## src/hw/rtl/ofp_pkg.sv

```systemverilog
`timescale 1ns / 1ps

package ofp_pkg;

  // Frame layout
  localparam logic [7:0] HEADER_BYTE = 8'hAA;
  localparam logic [7:0] SOURCE_BYTE = 8'h22;
  localparam logic [7:0] FUNC_FLOW   = 8'h51;
  localparam logic [7:0] FUNC_HEIGHT = 8'h52;
  localparam logic [7:0] MODE_RAW    = 8'h00;
  localparam logic [7:0] MODE_FUSED  = 8'h01;

  localparam int FRAME_BYTES = 64;
  // Longest payload that fits a frame of FRAME_BYTES bytes
  localparam logic [7:0] MAX_LEN = 8'(FRAME_BYTES - 6);
  localparam int LEN_W = $clog2(FRAME_BYTES - 5);

  // Shortest payload for each decoded frame kind
  localparam logic [LEN_W-1:0] MIN_LEN_RAW_FLOW   = LEN_W'(5);
  localparam logic [LEN_W-1:0] MIN_LEN_FUSED_FLOW = LEN_W'(15);
  localparam logic [LEN_W-1:0] MIN_LEN_HEIGHT     = LEN_W'(3);
  // Payload bytes kept for decoding (payload byte 0 is the mode byte)
  localparam int PL_KEEP = 14;

  // Configuration
  localparam logic REG_LINK_TIMEOUT    = 1'b0;
  localparam logic REG_SILENCE_CEILING = 1'b1;
  localparam logic [15:0] LINK_TIMEOUT_RESET    = 16'd1000;
  localparam logic [15:0] SILENCE_CEILING_RESET = 16'd10000;

  // Queue between front and back
  localparam int QUEUE_DEPTH = 4;
  localparam int QUEUE_PTR_W = $clog2(QUEUE_DEPTH);
  localparam int QUEUE_CNT_W = QUEUE_PTR_W + 1;

  typedef enum logic [3:0] {
    KIND_BUSY         = 4'd0,
    KIND_RAW_FLOW     = 4'd1,
    KIND_FUSED_FLOW   = 4'd2,
    KIND_RAW_HEIGHT   = 4'd3,
    KIND_FUSED_HEIGHT = 4'd4,
    KIND_CSUM_BAD     = 4'd5,
    KIND_IGNORED      = 4'd6,
    KIND_LEN_ERR      = 4'd7,
    KIND_HEALTH       = 4'd8
  } kind_t;

  typedef struct packed {
    logic       is_tick;
    logic [7:0] value;
  } item_t;

  typedef struct packed {
    logic [15:0] link_timeout_ms;
    logic [15:0] silence_ceiling_ms;
  } cfg_t;

  typedef struct packed {
    kind_t              result_kind;
    logic        [7:0]  quality;
    logic signed [7:0]  dx_raw;
    logic signed [7:0]  dy_raw;
    logic        [7:0]  light_level;
    logic signed [15:0] dx_fused;
    logic signed [15:0] dy_fused;
    logic signed [15:0] dx_corrected;
    logic signed [15:0] dy_corrected;
    logic        [15:0] altitude;
    logic               link_ok;
  } result_t;

endpackage

```

## src/hw/rtl/ofp_front.sv

```systemverilog
`timescale 1ns / 1ps

module ofp_front (
  input  logic                clk,
  input  logic                rst,
  input  logic                in_valid,
  output logic                in_ready,
  input  logic                in_type,
  input  logic [15:0]         in_data,
  output logic                q_valid,
  input  logic                q_ready,
  output ofp_pkg::item_t      q_item
);

  ofp_pkg::item_t                   queue [ofp_pkg::QUEUE_DEPTH];
  logic [ofp_pkg::QUEUE_PTR_W-1:0]  wr_ptr;
  logic [ofp_pkg::QUEUE_PTR_W-1:0]  rd_ptr;
  logic [ofp_pkg::QUEUE_CNT_W-1:0]  count;
  ofp_pkg::item_t                   item_in;
  logic                             push;
  logic                             pop;

  // Classify: keep only the byte that the item kind uses
  always_comb begin
    item_in.is_tick = in_type;
    item_in.value   = in_type ? in_data[15:8] : in_data[7:0];
  end

  assign in_ready = (count != ofp_pkg::QUEUE_CNT_W'(ofp_pkg::QUEUE_DEPTH));
  assign q_valid  = (count != '0);
  assign q_item   = queue[rd_ptr];
  assign push     = in_valid && in_ready;
  assign pop      = q_valid && q_ready;

  always_ff @(posedge clk) begin
    if (push) begin
      queue[wr_ptr] <= item_in;
    end
  end

  always_ff @(posedge clk) begin
    if (rst) begin
      wr_ptr <= '0;
      rd_ptr <= '0;
      count  <= '0;
    end else begin
      if (push) begin
        wr_ptr <= wr_ptr + 1'b1;
      end
      if (pop) begin
        rd_ptr <= rd_ptr + 1'b1;
      end
      if (push && !pop) begin
        count <= count + 1'b1;
      end else if (pop && !push) begin
        count <= count - 1'b1;
      end
    end
  end

endmodule

```

## src/hw/rtl/ofp_back.sv

```systemverilog
`timescale 1ns / 1ps

module ofp_back (
  input  logic               clk,
  input  logic               rst,
  input  ofp_pkg::cfg_t      cfg,
  input  logic               q_valid,
  output logic               q_ready,
  input  ofp_pkg::item_t     q_item,
  output logic               out_valid,
  input  logic               out_ready,
  output ofp_pkg::result_t   out_result
);

  typedef enum logic [6:0] {
    PH_HUNT    = 7'b0000001,
    PH_SRC     = 7'b0000010,
    PH_DST     = 7'b0000100,
    PH_FUNC    = 7'b0001000,
    PH_LEN     = 7'b0010000,
    PH_PAYLOAD = 7'b0100000,
    PH_SUM     = 7'b1000000
  } phase_t;

  phase_t                         phase;
  phase_t                         phase_next;
  logic [ofp_pkg::LEN_W-1:0]      left;
  logic [ofp_pkg::LEN_W-1:0]      left_next;
  logic [ofp_pkg::LEN_W-1:0]      pcount;
  logic [ofp_pkg::LEN_W-1:0]      pcount_next;
  logic [7:0]                     rsum;
  logic [7:0]                     rsum_next;
  logic [1:0]                     seen;
  logic [1:0]                     seen_next;
  logic [15:0]                    sil0;
  logic [15:0]                    sil0_next;
  logic [15:0]                    sil1;
  logic [15:0]                    sil1_next;
  logic                           link_state;
  logic                           link_next;

  // Kept frame bytes: function code, mode byte, payload bytes 1..14
  logic [7:0]                     func_b;
  logic [7:0]                     mode_b;
  logic [7:0]                     pl [1:ofp_pkg::PL_KEEP];

  logic                           pop;
  logic                           store_func;
  logic                           store_pl;
  logic [7:0]                     b;
  ofp_pkg::result_t               res;

  function automatic logic [15:0] age(input logic [15:0] cnt, input logic seen_i,
                                      input logic [7:0] ms, input logic [15:0] ceil);
    logic [16:0] s;
    s = {1'b0, cnt} + {9'b0, ms};
    if (seen_i) begin
      age = '0;
    end else if (cnt < ceil) begin
      age = s[16] ? 16'hFFFF : s[15:0];
    end else begin
      age = cnt;
    end
  endfunction

  assign q_ready = !out_valid || out_ready;
  assign pop     = q_valid && q_ready;
  assign b       = q_item.value;

  always_comb begin
    phase_next  = phase;
    left_next   = left;
    pcount_next = pcount;
    rsum_next   = rsum;
    seen_next   = seen;
    sil0_next   = sil0;
    sil1_next   = sil1;
    link_next   = link_state;
    store_func  = 1'b0;
    store_pl    = 1'b0;
    res         = '0;
    res.result_kind = ofp_pkg::KIND_BUSY;

    if (q_item.is_tick) begin
      sil0_next = age(sil0, seen[0], b, cfg.silence_ceiling_ms);
      sil1_next = age(sil1, seen[1], b, cfg.silence_ceiling_ms);
      seen_next = '0;
      link_next = !((sil0_next > cfg.link_timeout_ms) || (sil1_next > cfg.link_timeout_ms));
      res.result_kind = ofp_pkg::KIND_HEALTH;
    end else begin
      case (phase)
        PH_HUNT: begin
          if (b == ofp_pkg::HEADER_BYTE) begin
            rsum_next  = b;
            phase_next = PH_SRC;
          end
        end
        PH_SRC: begin
          if (b != ofp_pkg::SOURCE_BYTE) begin
            phase_next = PH_HUNT;
          end else begin
            rsum_next  = rsum + b;
            phase_next = PH_DST;
          end
        end
        PH_DST: begin
          rsum_next  = rsum + b;
          phase_next = PH_FUNC;
        end
        PH_FUNC: begin
          rsum_next  = rsum + b;
          store_func = 1'b1;
          phase_next = PH_LEN;
        end
        PH_LEN: begin
          rsum_next   = rsum + b;
          pcount_next = '0;
          left_next   = b[ofp_pkg::LEN_W-1:0];
          if (b > ofp_pkg::MAX_LEN) begin
            res.result_kind = ofp_pkg::KIND_LEN_ERR;
            phase_next      = PH_HUNT;
          end else begin
            phase_next = PH_PAYLOAD;
          end
        end
        PH_PAYLOAD: begin
          // zero length: drop one byte and hunt again
          if (left == '0) begin
            phase_next = PH_HUNT;
          end else begin
            store_pl    = 1'b1;
            rsum_next   = rsum + b;
            pcount_next = pcount + 1'b1;
            left_next   = left - 1'b1;
            if (left == ofp_pkg::LEN_W'(1)) begin
              phase_next = PH_SUM;
            end
          end
        end
        PH_SUM: begin
          phase_next = PH_HUNT;
          if (b != rsum) begin
            res.result_kind = ofp_pkg::KIND_CSUM_BAD;
          end else if (func_b == ofp_pkg::FUNC_FLOW) begin
            if (mode_b == ofp_pkg::MODE_RAW) begin
              if (pcount < ofp_pkg::MIN_LEN_RAW_FLOW) begin
                res.result_kind = ofp_pkg::KIND_LEN_ERR;
              end else begin
                res.result_kind = ofp_pkg::KIND_RAW_FLOW;
                res.quality     = pl[1];
                res.dx_raw      = pl[2];
                res.dy_raw      = pl[3];
                res.light_level = pl[4];
              end
            end else if (mode_b == ofp_pkg::MODE_FUSED) begin
              if (pcount < ofp_pkg::MIN_LEN_FUSED_FLOW) begin
                res.result_kind = ofp_pkg::KIND_LEN_ERR;
              end else begin
                res.result_kind  = ofp_pkg::KIND_FUSED_FLOW;
                res.quality      = pl[1];
                res.dx_fused     = {pl[2], pl[3]};
                res.dy_fused     = {pl[4], pl[5]};
                res.dx_corrected = {pl[6], pl[7]};
                res.dy_corrected = {pl[8], pl[9]};
                res.light_level  = pl[14];
                seen_next[0]     = 1'b1;
              end
            end else begin
              res.result_kind = ofp_pkg::KIND_IGNORED;
            end
          end else if (func_b == ofp_pkg::FUNC_HEIGHT) begin
            if (mode_b > ofp_pkg::MODE_FUSED) begin
              res.result_kind = ofp_pkg::KIND_IGNORED;
            end else if (pcount < ofp_pkg::MIN_LEN_HEIGHT) begin
              res.result_kind = ofp_pkg::KIND_LEN_ERR;
            end else begin
              res.altitude = {pl[1], pl[2]};
              if (mode_b == ofp_pkg::MODE_RAW) begin
                res.result_kind = ofp_pkg::KIND_RAW_HEIGHT;
                seen_next[1]    = 1'b1;
              end else begin
                res.result_kind = ofp_pkg::KIND_FUSED_HEIGHT;
              end
            end
          end else begin
            res.result_kind = ofp_pkg::KIND_IGNORED;
          end
        end
        default: begin
          phase_next = PH_HUNT;
        end
      endcase
    end
    res.link_ok = link_next;
  end

  // Frame byte capture
  always_ff @(posedge clk) begin
    if (pop && store_func) begin
      func_b <= b;
    end
    if (pop && store_pl) begin
      if (pcount == '0) begin
        mode_b <= b;
      end
      for (int i = 1; i <= ofp_pkg::PL_KEEP; i++) begin
        if (pcount == ofp_pkg::LEN_W'(i)) begin
          pl[i] <= b;
        end
      end
    end
  end

  always_ff @(posedge clk) begin
    if (pop) begin
      out_result <= res;
    end
  end

  always_ff @(posedge clk) begin
    if (rst) begin
      phase      <= PH_HUNT;
      left       <= '0;
      pcount     <= '0;
      rsum       <= '0;
      seen       <= '0;
      sil0       <= ofp_pkg::SILENCE_CEILING_RESET;
      sil1       <= ofp_pkg::SILENCE_CEILING_RESET;
      link_state <= 1'b0;
      out_valid  <= 1'b0;
    end else begin
      if (pop) begin
        phase      <= phase_next;
        left       <= left_next;
        pcount     <= pcount_next;
        rsum       <= rsum_next;
        seen       <= seen_next;
        sil0       <= sil0_next;
        sil1       <= sil1_next;
        link_state <= link_next;
        out_valid  <= 1'b1;
      end else if (out_ready) begin
        out_valid <= 1'b0;
      end
    end
  end

`ifndef SYNTHESIS
  a_tick_clears_seen: assert property (@(posedge clk) disable iff (rst)
    pop && q_item.is_tick |=> seen == 2'b00)
    else $error("seen flags not cleared by tick");

  a_byte_keeps_silence: assert property (@(posedge clk) disable iff (rst)
    pop && !q_item.is_tick |=> $stable(sil0) && $stable(sil1) && $stable(link_state))
    else $error("watchdog state changed on a byte");

  a_link_rise_on_tick: assert property (@(posedge clk) disable iff (rst)
    $rose(link_state) |-> $past(pop && q_item.is_tick))
    else $error("link came up without a tick");

  a_result_tracks_link: assert property (@(posedge clk) disable iff (rst)
    pop |=> out_valid && (out_result.link_ok == link_state))
    else $error("result link flag out of step with link state");
`endif

endmodule

```

## src/hw/rtl/optical_flow_frame_parser.sv

```systemverilog
`timescale 1ns / 1ps

// Optical-flow sensor frame parser with link watchdog. Each input transfer is
// either a received serial byte or a millisecond tick (tuser), and each one
// yields exactly one result transfer, in order: busy while a frame builds up,
// a decoded flow or height record, a checksum / length / ignored status when
// a frame ends, or a health report on a tick. Frames are AA 22 dst func len
// payload sum, with an 8-bit additive checksum over every earlier byte. The
// block sustains one transfer per clock while the result stream takes its
// results: a four-entry queue holds classified items and a single output
// register holds the result, so the input keeps taking transfers while a
// result waits, until the queue is full. Each item goes from its queue entry,
// written when its input transfer is taken, through the combinational parser
// into the output register when the entry is popped. The parser keeps only
// the frame bytes it decodes, in registers, so there is no memory and no
// clearing after reset. Write the link timeout and silence ceiling only while
// the block is idle.
module optical_flow_frame_parser (
  input  logic          clk,
  input  logic          rst,

  // Input stream
  input  logic          s_axis_tvalid,
  output logic          s_axis_tready,
  input  logic [15:0]   s_axis_tdata,   // [7:0] rx_byte, [15:8] tick_ms
  input  logic          s_axis_tuser,   // [0] req_type (1 = tick)

  // Result stream
  output logic          m_axis_tvalid,
  input  logic          m_axis_tready,
  // [7:0] quality, [15:8] dx_raw, [23:16] dy_raw, [31:24] light_level,
  // [47:32] dx_fused, [63:48] dy_fused, [79:64] dx_corrected,
  // [95:80] dy_corrected, [111:96] altitude, [112] link_ok, [119:113] zero
  output logic [119:0]  m_axis_tdata,
  output logic [3:0]    m_axis_tuser,   // [3:0] result_kind

  // Configuration writes
  input  logic          cfg_we,
  input  logic          cfg_index,
  input  logic [15:0]   cfg_data
);

  ofp_pkg::cfg_t     cfg;
  ofp_pkg::item_t    q_item;
  ofp_pkg::result_t  result;
  logic              q_valid;
  logic              q_ready;

  // Configuration registers; hold their values between writes
  always_ff @(posedge clk) begin
    if (rst) begin
      cfg.link_timeout_ms    <= ofp_pkg::LINK_TIMEOUT_RESET;
      cfg.silence_ceiling_ms <= ofp_pkg::SILENCE_CEILING_RESET;
    end else if (cfg_we) begin
      case (cfg_index)
        ofp_pkg::REG_LINK_TIMEOUT:    cfg.link_timeout_ms    <= cfg_data;
        ofp_pkg::REG_SILENCE_CEILING: cfg.silence_ceiling_ms <= cfg_data;
        default: ;
      endcase
    end
  end

  // Front: accept and classify each transfer, queue it for the parser
  ofp_front u_front (
    .clk      (clk),
    .rst      (rst),
    .in_valid (s_axis_tvalid),
    .in_ready (s_axis_tready),
    .in_type  (s_axis_tuser),
    .in_data  (s_axis_tdata),
    .q_valid  (q_valid),
    .q_ready  (q_ready),
    .q_item   (q_item)
  );

  // Back: frame parser, decoder and silence watchdog with the result register
  ofp_back u_back (
    .clk        (clk),
    .rst        (rst),
    .cfg        (cfg),
    .q_valid    (q_valid),
    .q_ready    (q_ready),
    .q_item     (q_item),
    .out_valid  (m_axis_tvalid),
    .out_ready  (m_axis_tready),
    .out_result (result)
  );

  // Pack the result; fields without meaning for the kind are already zero
  assign m_axis_tuser = result.result_kind;
  assign m_axis_tdata = {7'b0,
                         result.link_ok,
                         result.altitude,
                         result.dy_corrected,
                         result.dx_corrected,
                         result.dy_fused,
                         result.dx_fused,
                         result.light_level,
                         result.dy_raw,
                         result.dx_raw,
                         result.quality};

endmodule
```

## config.mk

```make
export PLATFORM = sky130hd
export DESIGN_NAME = optical_flow_frame_parser
export DESIGN_NICKNAME = d
export VERILOG_FILES = /design/src/hw/rtl/ofp_pkg.sv /design/src/hw/rtl/ofp_front.sv /design/src/hw/rtl/ofp_back.sv /design/src/hw/rtl/optical_flow_frame_parser.sv
export SDC_FILE = /design/constraint.sdc
export NUM_CORES = 1
export LEC_CHECK = 0
export BUFFER_PORTS_ARGS = -buffer_cell sky130_fd_sc_hd__buf_2
export CAP_MARGIN = 10
export CORE_AREA = 2 2 196 198
export CTS_CLUSTER_SIZE = 40
export DETAILED_ROUTE_END_ITERATION = 6
export DIE_AREA = 0 0 198 200
export MAX_ROUTING_LAYER = met4
export PLACE_DENSITY = 0.66
export SLEW_MARGIN = 20
export SYNTH_ARGS = -nofsm -noshare
export SYNTH_HDL_FRONTEND = slang
export SYNTH_SLANG_ARGS = --single-unit
```

## constraint.sdc

```tcl
create_clock -name clk -period 7.8 [get_ports clk]
set_input_delay 0.78 -clock clk [delete_from_list [all_inputs] [get_ports clk]]
set_output_delay 0.78 -clock clk [all_outputs]
set_load 0.005 [all_outputs]
```

======== Word-level counts from Yosys, hierarchy flattened ========
Memories as Yosys holds them, arrays and structs flattened. A register that Yosys moved wholly into a read port is not among the register bits.
Cells that the tools add are included.
storage, ports and cells
  output and inout port bits .............. 126
  input bits .............................. 39
  memories ................................ 2
  memory bits (writable) .................. 148
  register bits after elaboration ......... 235
  word-level logic and storage cells ...... 294
cells by class
  add/subtract/negate cells ............... 9
  bitwise operators ....................... 7
  $lt $le $gt $ge ......................... 9
  muxes and demuxes ....................... 148
  equality and inequality tests ........... 39
  reductions and logical operators ........ 52
memories
  memory         depth  width  read ports  clocked after Yosys merged registers in  write ports  RTL line         source
  u_back.pl      14     8      10          0                                        1            ofp_back.sv:45   logic [7:0] pl [1:ofp_pkg::PL_KEEP];
  u_front.queue  4      9      1           1                                        1            ofp_front.sv:15  ofp_pkg::item_t queue [ofp_pkg::QUEUE_DEPTH];
operators with widths
  kind                                                                   count
  8-bit two-way mux                                                      20
  72-bit two-way mux                                                     2
  16-bit two-way mux                                                     8
  8-bit OR reduction                                                     13
  4-bit two-way mux                                                      19
  1-bit two-way mux                                                      74
  6-bit by 4-bit equality test with 1-bit output, second input constant  7
  7-bit case mux with 6 select lines                                     1
  16-bit by 8-bit adder with 17-bit output                               2
  16-bit > comparator                                                    2
  16-bit less-than comparator                                            2
  32-bit two-way mux                                                     1
  8-bit case mux with 4 select lines                                     1
  6-bit by 3-bit equality test with 1-bit output, second input constant  4
  6-bit case mux with 2 select lines                                     2
  3-bit two-way mux                                                      7
  7-bit two-way mux                                                      3
  6-bit two-way mux                                                      3
  8-bit by 7-bit equality test with 1-bit output, second input constant  2
  2-bit inequality test, second input constant                           8
  2-bit nonzero test                                                     8
  7-bit OR reduction                                                     2
  6-bit by 1-bit equality test with 1-bit output, second input constant  2
  6-bit by 2-bit equality test with 1-bit output, second input constant  2
  44 further kinds                                                       69

======== Logic depth before layout (Yosys ltp) ========
Gate-level depths: netlist of run 1.
  word-level depth ........................ 21
  depth in mapped cells ................... 19

======== Modules after synthesis ========
Synthesis of run 1 repeated with hierarchy kept, for this count alone.
unflattened totals
  cell total of the unflattened synthesis .. 1443
  area, all modules ....................... 17040.1 um2
by module, submodules not included
  module                     cells each  instances  sequential area each (um2)  area an instance (um2)
  ofp_back                   1199        1          7657.3                      13719.4
  ofp_front                  104         1          1261.2                      1875.5
  optical_flow_frame_parser  140         1          640.6                       1445.1

======== Worst setup path after synthesis of run 1 ========
OpenSTA, ideal clock, no wires.
  path type ............................... input to register
  start point ............................. input port m_axis_tready
  end point ............................... register u_back.sil1[2]
  setup slack ............................. 2.958 ns
  data required time ...................... 7.739 ns
  arrival time ............................ 4.781 ns
  stages on the path ...................... 8
  library setup time ...................... 0.061 ns
  cell sequence ........................... nand2b_1 > nand2_1 > inv_1 > nand2_1 > or3_1 > clkbuf_1 > o21ai_0 > a32o_1
on the way
  word-level cells in the longest chain between the ends .. 3
RTL lines
  item                                  RTL line                         source
  start: declaration                    optical_flow_frame_parser.sv:30  input logic m_axis_tready,
  1-bit logical OR                      ofp_back.sv:66                   assign q_ready = !out_valid || out_ready;
  1-bit logical AND                     ofp_back.sv:67                   assign pop = q_valid && q_ready;
  named net u_back.pop                  ofp_back.sv:47                   logic pop;
  2-bit AND reduction (no source line)  n/a
  end signal: assignment                ofp_back.sv:228                  sil1 <= ofp_pkg::SILENCE_CEILING_RESET;
  end signal: assignment                ofp_back.sv:239                  sil1 <= sil1_next;
  end: declaration                      ofp_back.sv:37                   logic [15:0] sil1;
The timed path passes the listed nets, and every way through them passes these cells.
A chain may end at the register's enable or synchronous reset.

==> metrics.csv, run 1 <==
metric,value,unit
internal cell power,0.004378,W
endpoints failing setup,0,
Final min period,5587,ps
CTS Sinks,353,
"Hold-fix buffers, CTS",0,
peak supply drop,0.1683,mV
DRT Wirelength,38230,µm
fin worst setup slack,2213,ps
core area,0.03740,mm²
hold crit path type,reg2reg,
final hold violations,0,
Tcrit/Tclk final,71.63,%
vias,11550,
CP Class,reg2reg,
RSZ-0062 raised after global routing,false,
Mapped Cells,1438,
Psw,0.002317,W
clock latency on the worst-skew pair,560,ps
GP Congestion,0.8982,
Worst Path Max Fanout,19,
CP endpoint kind,flop,
vias in the first global route,10810,
I/O pin count,165,
pwr dens,351.5,mW/mm²
R2R depth,18,
"Seq/Total Area, Yosys",57.61,%
starting density of the core,44.36,%
setup TNS,0,ps
cts bufs inserted,37,
gr usage total,19.89,%
Routed WL per cell,18.05,µm
measured slew at the worst slew-check pin,1081,ps
Max Clock Skew,25.33,ps
antenna fix cells,0,
post-synthesis register bit count,353,
vias per cell,5.452,
Post-synth ARST share,0,%
initial DRC count,789,
max frequency,179.0,MHz
largest net degree at the start of global routing,76,
multi-input combinational cell area,0.006578,mm²
"Arr. time, crit path",6000,ps
grt ovf,0,
relative slew slack,27.78,%
Post-synth EDFFs,249,
clock root cell,clkbuf_16,
Setup Buffers After CTS,0,
most frequent cells in the layout,"249 x edfxtp_1, 157 x buf_2, 121 x nand2_1, 108 x nor2_1, 104 x dfxtp_1",
Die Y,200,µm
Synth Cell Area,0.01659,mm²
Max Buffers Root-to-Sink,3,
Avg Synthesized Cell Area,11.54,µm²
die area,0.03960,mm²
share of post-route cells with drive strength above 1,15.87,%
"Gates resized, CTS repair",0,
Filler cells,3316,
Register Area,0.009559,mm²
Layout area overhead,14.78,%
Combinational Power Share,33.9,%
Worst-path clk slew,60,ps
Die Span X,198,µm
first-pass iteration count of the detailed router,5,
Max-Cap Viols,0,
first-pass GRT wire length,59510,µm
max-slew violation count,0,
clock tree from TritonCTS,built,
DRC viols,0,
Leak Pwr,7.523,nW
pre-CTS WS,2229,ps
Clk pwr share,26.1,%
number of nets in the layout,1721,
hold_ws,455.1,ps
Flop pwr share,40.0,%
"most common cell after layout, fill and taps aside",edfxtp_1,
initial antenna violation count,0,
YS warnings,0,
synth unique cells,80,
Routed Antenna Nets,0,
Placement Rows,71,
Hold Path Cell Cnt,2,
status,"complete, no violations",
Crit path required time,8210,ps
hpwl dp,26460,µm
Worst setup SP type,flop,
Synth Flop Type,edfxtp_1,
# H-tree levels,2,
port buffer count,157,
sw frac,34.61,%
## power groups by stage
stage	Sequential (W)	Combinational (W)	Clock, W
floorplan	0.00273	0.00147	0
global placement	0.00272	0.00222	0
detailed placement	0.00273	0.00226	0
CTS	0.00269	0.00227	0.00178
global route	0.00272	0.00255	0.00185
finish	0.00268	0.00227	0.00175
## cell type report
type | instances | share of cell area (%)
inverters | 51 | 1.018
repair buffers | 167 | 4.520
clock buffers | 43 | 5.092
well taps | 511 | 3.357
multi-input cells | 971 | 34.54
clock inverters | 22 | 1.281
flip-flops and latches | 353 | 50.19
## worst max-delay path, stage by stage (launching register included)
cell and delay (ps):
dfxtp_1 660, mux4_2 820, ha_1 340, fa_1 410, a21o_1 210, a221oi_1 460, a21oi_1 320, nor2b_1 250
nand2_1 240, and3_1 200, nor3_1 50, ha_1 300, nand2_1 90, nor2_1 50, a211oi_1 200, o21ai_0 100
a211o_1 310, a22oi_1 250, mux2_2 200
## cells by family after synthesis
logic type | Yosys count | synth area share (%)
AOI/OAI and AO/OA | 285 | 11.37
xor gates and xnor gates | 24 | 1.267
adders and majority gates | 101 | 7.797
buffers and inverters | 120 | 2.971
DFF | 353 | 57.61
muxes | 32 | 2.768
other | 1 | 0.02260
and+or+nand+nor | 522 | 16.19
## synth_stat cells, types with 5 or more instances
cell type | n | share of area [%]
a211oi_1 | 16 | 0.72
mux2_2 | 9 | 0.61
nand2b_1 | 13 | 0.49
dfxtp_1 | 104 | 13
nor2b_1 | 10 | 0.38
a211o_1 | 6 | 0.32
and3_1 | 37 | 1.4
mux2i_1 | 14 | 0.84
nor3_1 | 31 | 0.94
ha_1 | 97 | 7.3
nor2_1 | 112 | 2.5
mux4_2 | 5 | 0.68
buf_1 | 5 | 0.11
or3_1 | 11 | 0.41
and4_1 | 6 | 0.32
o211ai_1 | 11 | 0.50
a41o_1 | 5 | 0.30
a22o_1 | 8 | 0.42
clkbuf_1 | 54 | 1.2
a21o_1 | 13 | 0.59
nor4_1 | 8 | 0.30
a311oi_1 | 7 | 0.37
o21a_1 | 5 | 0.23
a31oi_1 | 12 | 0.45
a21oi_1 | 94 | 2.8
o31ai_1 | 17 | 0.77
and2_1 | 101 | 3.8
edfxtp_1 | 249 | 45
and4b_1 | 6 | 0.36
nand2_1 | 121 | 2.7
o21ai_0 | 46 | 1.4
nand3_1 | 31 | 0.94
nand4_1 | 12 | 0.45
inv_1 | 50 | 1.1
or4_1 | 5 | 0.23
xor2_1 | 9 | 0.48
buf_4 | 7 | 0.32
xnor2_1 | 15 | 0.79
a31o_2 | 5 | 0.26
## flip-flops by register name, indices dropped and copies added (netlist names), named ones only
register and count:
u_back.pcount 6, u_back.sil0 16, u_back.out_result 117, u_back.phase 7, u_front.wr_ptr 2, u_back.link_state 1
u_back.sil1 16, u_back.mode_b 8, u_back.left 6, u_back.seen 2, cfg 32, u_front.queue 36
u_back.out_valid 1, u_back.rsum 8, u_back.func_b 8, u_front.rd_ptr 2, u_front.count 3, u_back.pl 80
## final timing paths
| check | start | endpoint | slack (ps) |
|---|---|---|---|
| setup / recovery | flop | u_back.out_result[0] | 2210 |
| hold / removal | cfg[30] | cfg[30] | 460 |
| setup reg to reg | flop | u_back.out_result[0] | 2210 |
| hold reg to reg | cfg[30] | cfg[30] | 460 |
## layer usage
metal  vias to the layer above  wire, µm  global-route usage, %
li1                       5592         -                      -
met1                      5548     18060                  27.46
met2                       353     17130                  31.13
met3                        54      2262                  2.789
met4                         0       777                  5.096
met5                         -         0                      -
## per-stage QoR
stage          instances  utilization (%)  cell area [µm²]  power [W]
2_1_floorplan       1444                -            16610   0.004200
3_3_place_gp        2053            47.66            17830   0.004944
3_5_place_dp        2053            47.66            17830   0.004991
4_1_cts             2118            50.91            19040   0.006746
5_1_grt             2118            50.92            19040   0.007120
6_report            2118            50.92            19040   0.006695
Note: power is estimated with default switching activity, not from simulation.
==> run 2: changes to the inputs <==
Settings changed: ABC_AREA set to 1, CORE_AREA 2 2 196 198 to 2 2 201 203, DIE_AREA 0 0 198 200 to 0 0 203 205, PLACE_DENSITY 0.66 to 0.68.
Clock period 7.8 ns to 4.48 ns, I/O delays scaled along.
==> run 2 against run 1 <==
  * Sequential share of layout area is 2.7 points lower
  * Combinational power grew to 3.1 times the previous value
  * Sequential power is 83% higher
  * Largest power group is now combinational cells
  * Clock power is 77% higher
  * Die area is 5.1% higher
  * Global-route usage is 1.0 points higher
  * Register-to-register slack worse by 1800 ps
  * Clock skew is 3.6 ps lower
  * Cell count is 26% higher
  * Total power is 120% higher
  * Cell area is 5.7% higher
  * Critical path depth is 11 higher
==> metrics.csv, run 2 <==
metric,value,unit,change
vias in the first global route,12610,,+17%
CP endpoint kind,flop,,
measured slew at the worst slew-check pin,945.1,ps,-136.0 ps
initial DRC count,949,,+20%
"Arr. time, crit path",4360,ps,-1640 ps
core area,0.03937,mm²,+5.3%
Worst setup SP type,flop,,
GP Congestion,0.9662,,+7.6%
port buffer count,157,,unchanged
max-slew violation count,0,,unchanged
cts bufs inserted,39,,+5.4%
largest register by flop count,u_back.out_result,,
relative slew slack,36.47,%,+8.7 points
overall power,0.01497,W,+120%
clock root cell,clkbuf_16,,
"Seq/Total Area, Yosys",54.47,%,-3.1 points
Worst-path clk slew,70,ps,about the same
I/O pin count,165,,unchanged
Layout area overhead,14.76,%,about the same
Post-synth EDFFs,249,,unchanged
post-synthesis register bit count,353,,unchanged
vias per cell,4.978,,-8.7%
endpoints failing setup,0,,unchanged
Synth Cell Area,0.01755,mm²,+5.8%
YS warnings,0,,unchanged
most frequent cell after synthesis,nand2_1,,
hold_ws,116.3,ps,-338.8 ps
Die Span X,203,µm,+2.5%
Max Buffers Root-to-Sink,3,,unchanged
pwr dens,743.6,mW/mm²,+110%
clock tree from TritonCTS,built,,
grt ovf,0,,unchanged
status,"complete, no violations",,
gr usage total,20.93,%,+1.0 points
largest net degree at the start of global routing,78,,+2.6%
number of nets in the layout,2263,,+31%
max frequency,248.1,MHz,+39%
Routed WL per cell,15.59,µm,-14%
Worst Path Max Fanout,19,,unchanged
Synth Flop Type,edfxtp_1,,
Synth top cells by count,"436 x nand2_1, 291 x inv_1, 249 x edfxtp_1",,
DRC viols,0,,unchanged
Avg Synthesized Cell Area,9.022,µm²,-22%
Max-Cap Viols,0,,unchanged
Worst path most repeated cell,nand2_1,,
max FFs per register,117,,unchanged
CP max stage delay,370,ps,-450 ps
hold crit path type,in2reg,,
"Hold-fix buffers, CTS",0,,unchanged
synth unique cells,50,,-38%
hpwl dp,30490,µm,+15%
most frequent cells in the layout,"434 x nand2_1, 290 x inv_1, 249 x edfxtp_1, 241 x nor2_1, 157 x buf_2",,
RSZ-0062 raised after global routing,false,,
initial antenna violation count,0,,unchanged
worst setup path end,u_back.out_result[0],,
Die Y,205,µm,+2.5%
Placement Rows,73,,+2.8%
die area,0.04162,mm²,+5.1%
Tcrit/Tclk final,89.97,%,+18 points
setup TNS,0,ps,unchanged
r2r setup slk,450,ps,-1760 ps
R2R depth,29,,+11
share of post-route cells with drive strength above 1,13.85,%,-2.0 points
Routed Antenna Nets,0,,unchanged
peak supply drop,0.3679,mV,+120%
DRT Wirelength,41710,µm,+9.1%
Final min period,4031,ps,-1556 ps
final hold violations,0,,unchanged
Reg2Reg Capture Point,u_back.out_result[0],,
largest area contributor in the synthesized netlist,edfxtp_1,,
placed insts,2607,,+27%
starting density of the core,44.58,%,+0.21 points
CP Class,reg2reg,,
Final Non-Filler Cells,2676,,+26%
Leak Pwr,9.224,nW,+23%
Max Clock Skew,21.68,ps,-3.647 ps
Yosys top cell area share,42.61,%,-2.5 points
vias,13320,,+15%
antenna fix cells,0,,unchanged
clock latency on the worst-skew pair,570,ps,about the same
biggest regs,"u_back.out_result x117, u_back.pl x80, u_front.queue x36",,
first-pass iteration count of the detailed router,5,,unchanged
Mapped Cells,1945,,+35%
# H-tree levels,2,,unchanged
"most common cell after layout, fill and taps aside",nand2_1,,
Crit path required time,4810,ps,-3400 ps
first-pass GRT wire length,66140,µm,+11%
Worst path slowest cell,buf_4,,
Synth area leaders,"edfxtp_1 43%, dfxtp_1 12%, nand2_1 9.3%, ha_1 6.9%, inv_1 6.2%",,
Post-synth ARST share,0,%,unchanged
CTS Sinks,353,,unchanged
run 2: worst min path at each step:
stage,depth (start not counted),start,to,slack (ps)
final,3,cfg_data[3],cfg[19],120
after floorplan,2,u_back.link_state,u_back.link_state,430
after detailed placement,2,u_back.link_state,u_back.link_state,440
after global placement,2,u_back.link_state,u_back.link_state,440
after global routing,3,cfg_data[3],cfg[19],130
after CTS,3,cfg_data[3],cfg[19],100
run 2: worst max-delay path, delay by kind of cell (launching register included):
| kind | cells | cell delay, ps |
|---|---|---|
| fa+ha+maj | 2 | 610 |
| simple gates | 24 | 2160 |
| buf+inv | 3 | 660 |
| flops | 1 | 340 |
run 2: kinds of logic after synthesis:
logic type | share of synthesized area (%)
and+or+nand+nor | 21.62
buffers and inverters | 8.321
DFF | 54.47
AOI/OAI and AO/OA | 6.488
adders and majority gates | 7.373
xor gates and xnor gates | 1.191
muxes | 0.5134
other | 0.02137
run 2: what timing repair did:
| action | CTS | global route |
|---|---|---|
| hold endpoints to repair | 0 | 0 |
| resized for setup | 0 | 3 |
| setup buffers | 0 | 0 |
| setup endpoints to repair | 0 | 2 |
run 2: cell type report:
class,instances,area (µm²)
multi-input cells,1240,6560
fillers,3623,19230
clock buffers,51,1062
repair buffers,182,973.4
flip-flops and latches,353,9560
clock inverters,18,166.4
inverters,307,1159
well taps,525,656.9
run 2: stage by stage:
| step | instance area (µm²) | utilization [%] | setup slack, ps |
|---|---|---|---|
| final | 20140 | 51.16 | 449.2 |
| after global routing | 20140 | 51.16 | 75.47 |
| after CTS | 20130 | 51.13 | 325.1 |
| after detailed placement | 18900 | 48.01 | 333.1 |
| after global placement | 18900 | 48.01 | 452.7 |
| after floorplan | 17570 | - | 618.9 |
run 2: where the power goes:
part / switching [W] / internal (W)
Sequential: 0.000367 / 0.00454
Clock: 0.00129 / 0.00180
Combinational: 0.00461 / 0.00236
Total: 0.00627 / 0.00870
run 2: per-layer routing:
metal,vias to the layer above,global-route usage (%),share of wire [%]
li1,6701,-,-
met1,6109,27.43,45
met2,435,32.40,45
met3,77,4.009,7.3
met4,0,7.795,2.9
met5,-,-,0
==> run 3: changes to the inputs <==
Settings changed: CORE_AREA 2 2 201 203 to 2 2 184 186, DIE_AREA 0 0 203 205 to 0 0 186 188, PLACE_DENSITY 0.68 to 0.79.
==> run 3 against run 2 <==
  * Sequential power hardly changed
  * Setup slack lost 100 ps
  * Flip-flop and latch count stayed put
  * Critical endpoint unchanged
  * Maximum frequency shrank 2.4%
==> metrics.csv, run 3 (synthesized netlist as in run 2, its figures left out) <==
metric,value,unit,change
overall power,0.01490,W,-0.49%
core area,0.03311,mm²,-16%
clock root cell,clkbuf_16,,
hold_ws,152.0,ps,+35.72 ps
CP max stage delay,420,ps,+50 ps
Worst path slowest cell,fa_1,,
grt ovf,0,,unchanged
endpoints failing setup,0,,unchanged
hpwl dp,30110,µm,-1.2%
max frequency,242.0,MHz,-2.4%
"most common cell after layout, fill and taps aside",nand2_1,,
cts bufs inserted,37,,-5.1%
peak supply drop,0.3968,mV,+7.9%
post-placement cell area,0.01877,mm²,-0.67%
Max-Cap Viols,0,,unchanged
starting density of the core,52.99,%,+8.4 points
Worst path most repeated cell,nand2_1,,
max FFs per register,117,,unchanged
biggest regs,"u_back.out_result x117, u_back.pl x80, u_front.queue x36",,
DRT Wirelength,41390,µm,-0.76%
"Hold-fix buffers, CTS",0,,unchanged
Filler cells,2685,,-26%
CP Class,reg2reg,,
most frequent cells in the layout,"434 x nand2_1, 285 x inv_1, 249 x edfxtp_1, 241 x nor2_1, 157 x buf_2",,
port buffer count,157,,unchanged
fin area,0.02007,mm²,-0.34%
Worst setup SP type,flop,,
initial antenna violation count,0,,unchanged
Crit path required time,4780,ps,-30 ps
Tcrit/Tclk final,92.23,%,+2.3 points
Max Clock Skew,20.98,ps,-0.7054 ps
multi-input combinational cell area,0.006566,mm²,about the same
Routed WL per cell,15.91,µm,+2.1%
GP Congestion,0.9306,,-3.7%
Worst Path Max Fanout,19,,unchanged
clock latency on the worst-skew pair,540,ps,-30 ps
Max Buffers Root-to-Sink,3,,unchanged
Die Y,188,µm,-8.3%
# H-tree levels,2,,unchanged
largest net degree at the start of global routing,96,,+23%
relative slew slack,32.41,%,-4.1 points
max-slew violation count,0,,unchanged
share of post-route cells with drive strength above 1,14.26,%,+0.41 points
pwr dens,742.4,mW/mm²,-0.16%
clock tree from TritonCTS,built,,
hold crit path type,in2reg,,
Leak Pwr,9.212,nW,-0.12%
Placement Rows,67,,-8.2%
CTS Sinks,353,,unchanged
Final min period,4132,ps,+101.2 ps
first-pass GRT wire length,65990,µm,-0.23%
vias,13720,,+3.0%
Register Area,0.009560,mm²,unchanged
Routed Antenna Nets,0,,unchanged
Worst-path clk slew,60,ps,about the same
"Arr. time, crit path",4430,ps,+70 ps
antenna fix cells,0,,unchanged
Layout area overhead,14.37,%,
first-pass iteration count of the detailed router,5,,unchanged
I/O pin count,165,,unchanged
largest register by flop count,u_back.out_result,,
Die Span X,186,µm,-8.4%
gr usage total,24.41,%,+3.5 points
measured slew at the worst slew-check pin,1005,ps,+60.33 ps
vias per cell,5.273,,+5.9%
status,"complete, no violations",,
vias in the first global route,13060,,+3.6%
DRC viols,0,,unchanged
number of nets in the layout,2267,,+0.18%
final hold violations,0,,unchanged
initial DRC count,1290,,+36%
die area,0.03497,mm²,-16%
CP endpoint kind,flop,,
[run 3: area by class of cell]
| cell class | instances | share of cell area (%) |
|---|---|---|
| inverter | 307 | 5.848 |
| clock buffer | 49 | 4.987 |
| tap | 448 | 2.793 |
| timing repair buffer | 188 | 5.081 |
| clock inverter | 16 | 0.9413 |
| sequential | 353 | 47.63 |
| multi-input combinational | 1240 | 32.72 |
[run 3: path summary, 6_finish.rpt]
kind	start	to	slack (ps)	depth (start not counted)
setup / recovery	flop	u_back.out_result[0]	350	28
hold / removal	cfg_data[8]	cfg[24]	150	3
setup reg to reg	flop	u_back.out_result[0]	350	28
hold reg to reg	u_back.link_state	u_back.link_state	470	2
[run 3: what timing repair did]
action	4_1_cts	5_1_grt
setup buffers	0	10
gates resized for setup	0	10
hold endpoints to repair	0	0
setup endpoints to repair	0	2
[run 3: routing by layer]
metal  GRT usage (%)  wire length, µm
met5               -                0
met4           6.965              906
met3           3.399             3185
met2           39.23            19620
met1           32.40            17680
[run 3: critical path, delay by kind of cell (launching register included)]
kind          cells  cell delay (ps)
fa+ha+maj         3              960
buf+inv           5              710
flops             1              320
simple gates     20             1880
[run 3: stage by stage]
step | util (%) | instances | setup WS [ps] | setup TNS, ps
global placement | 56.69 | 2526 | 445.5 | 0
global route | 60.61 | 2601 | -18.95 | -18.95
floorplan | - | 1951 | 618.9 | 0
CTS | 60.29 | 2591 | 177.7 | 0
detailed placement | 56.69 | 2526 | 236.7 | 0
finish | 60.61 | 2601 | 348.0 | 0
[run 3: where the power goes]
group	internal (W)	total, W	switching, W
logic	0.00239	0.00700	0.00462
registers	0.00454	0.00493	0.000382
clock network	0.00171	0.00297	0.00126
total	0.00865	0.0149	0.00625
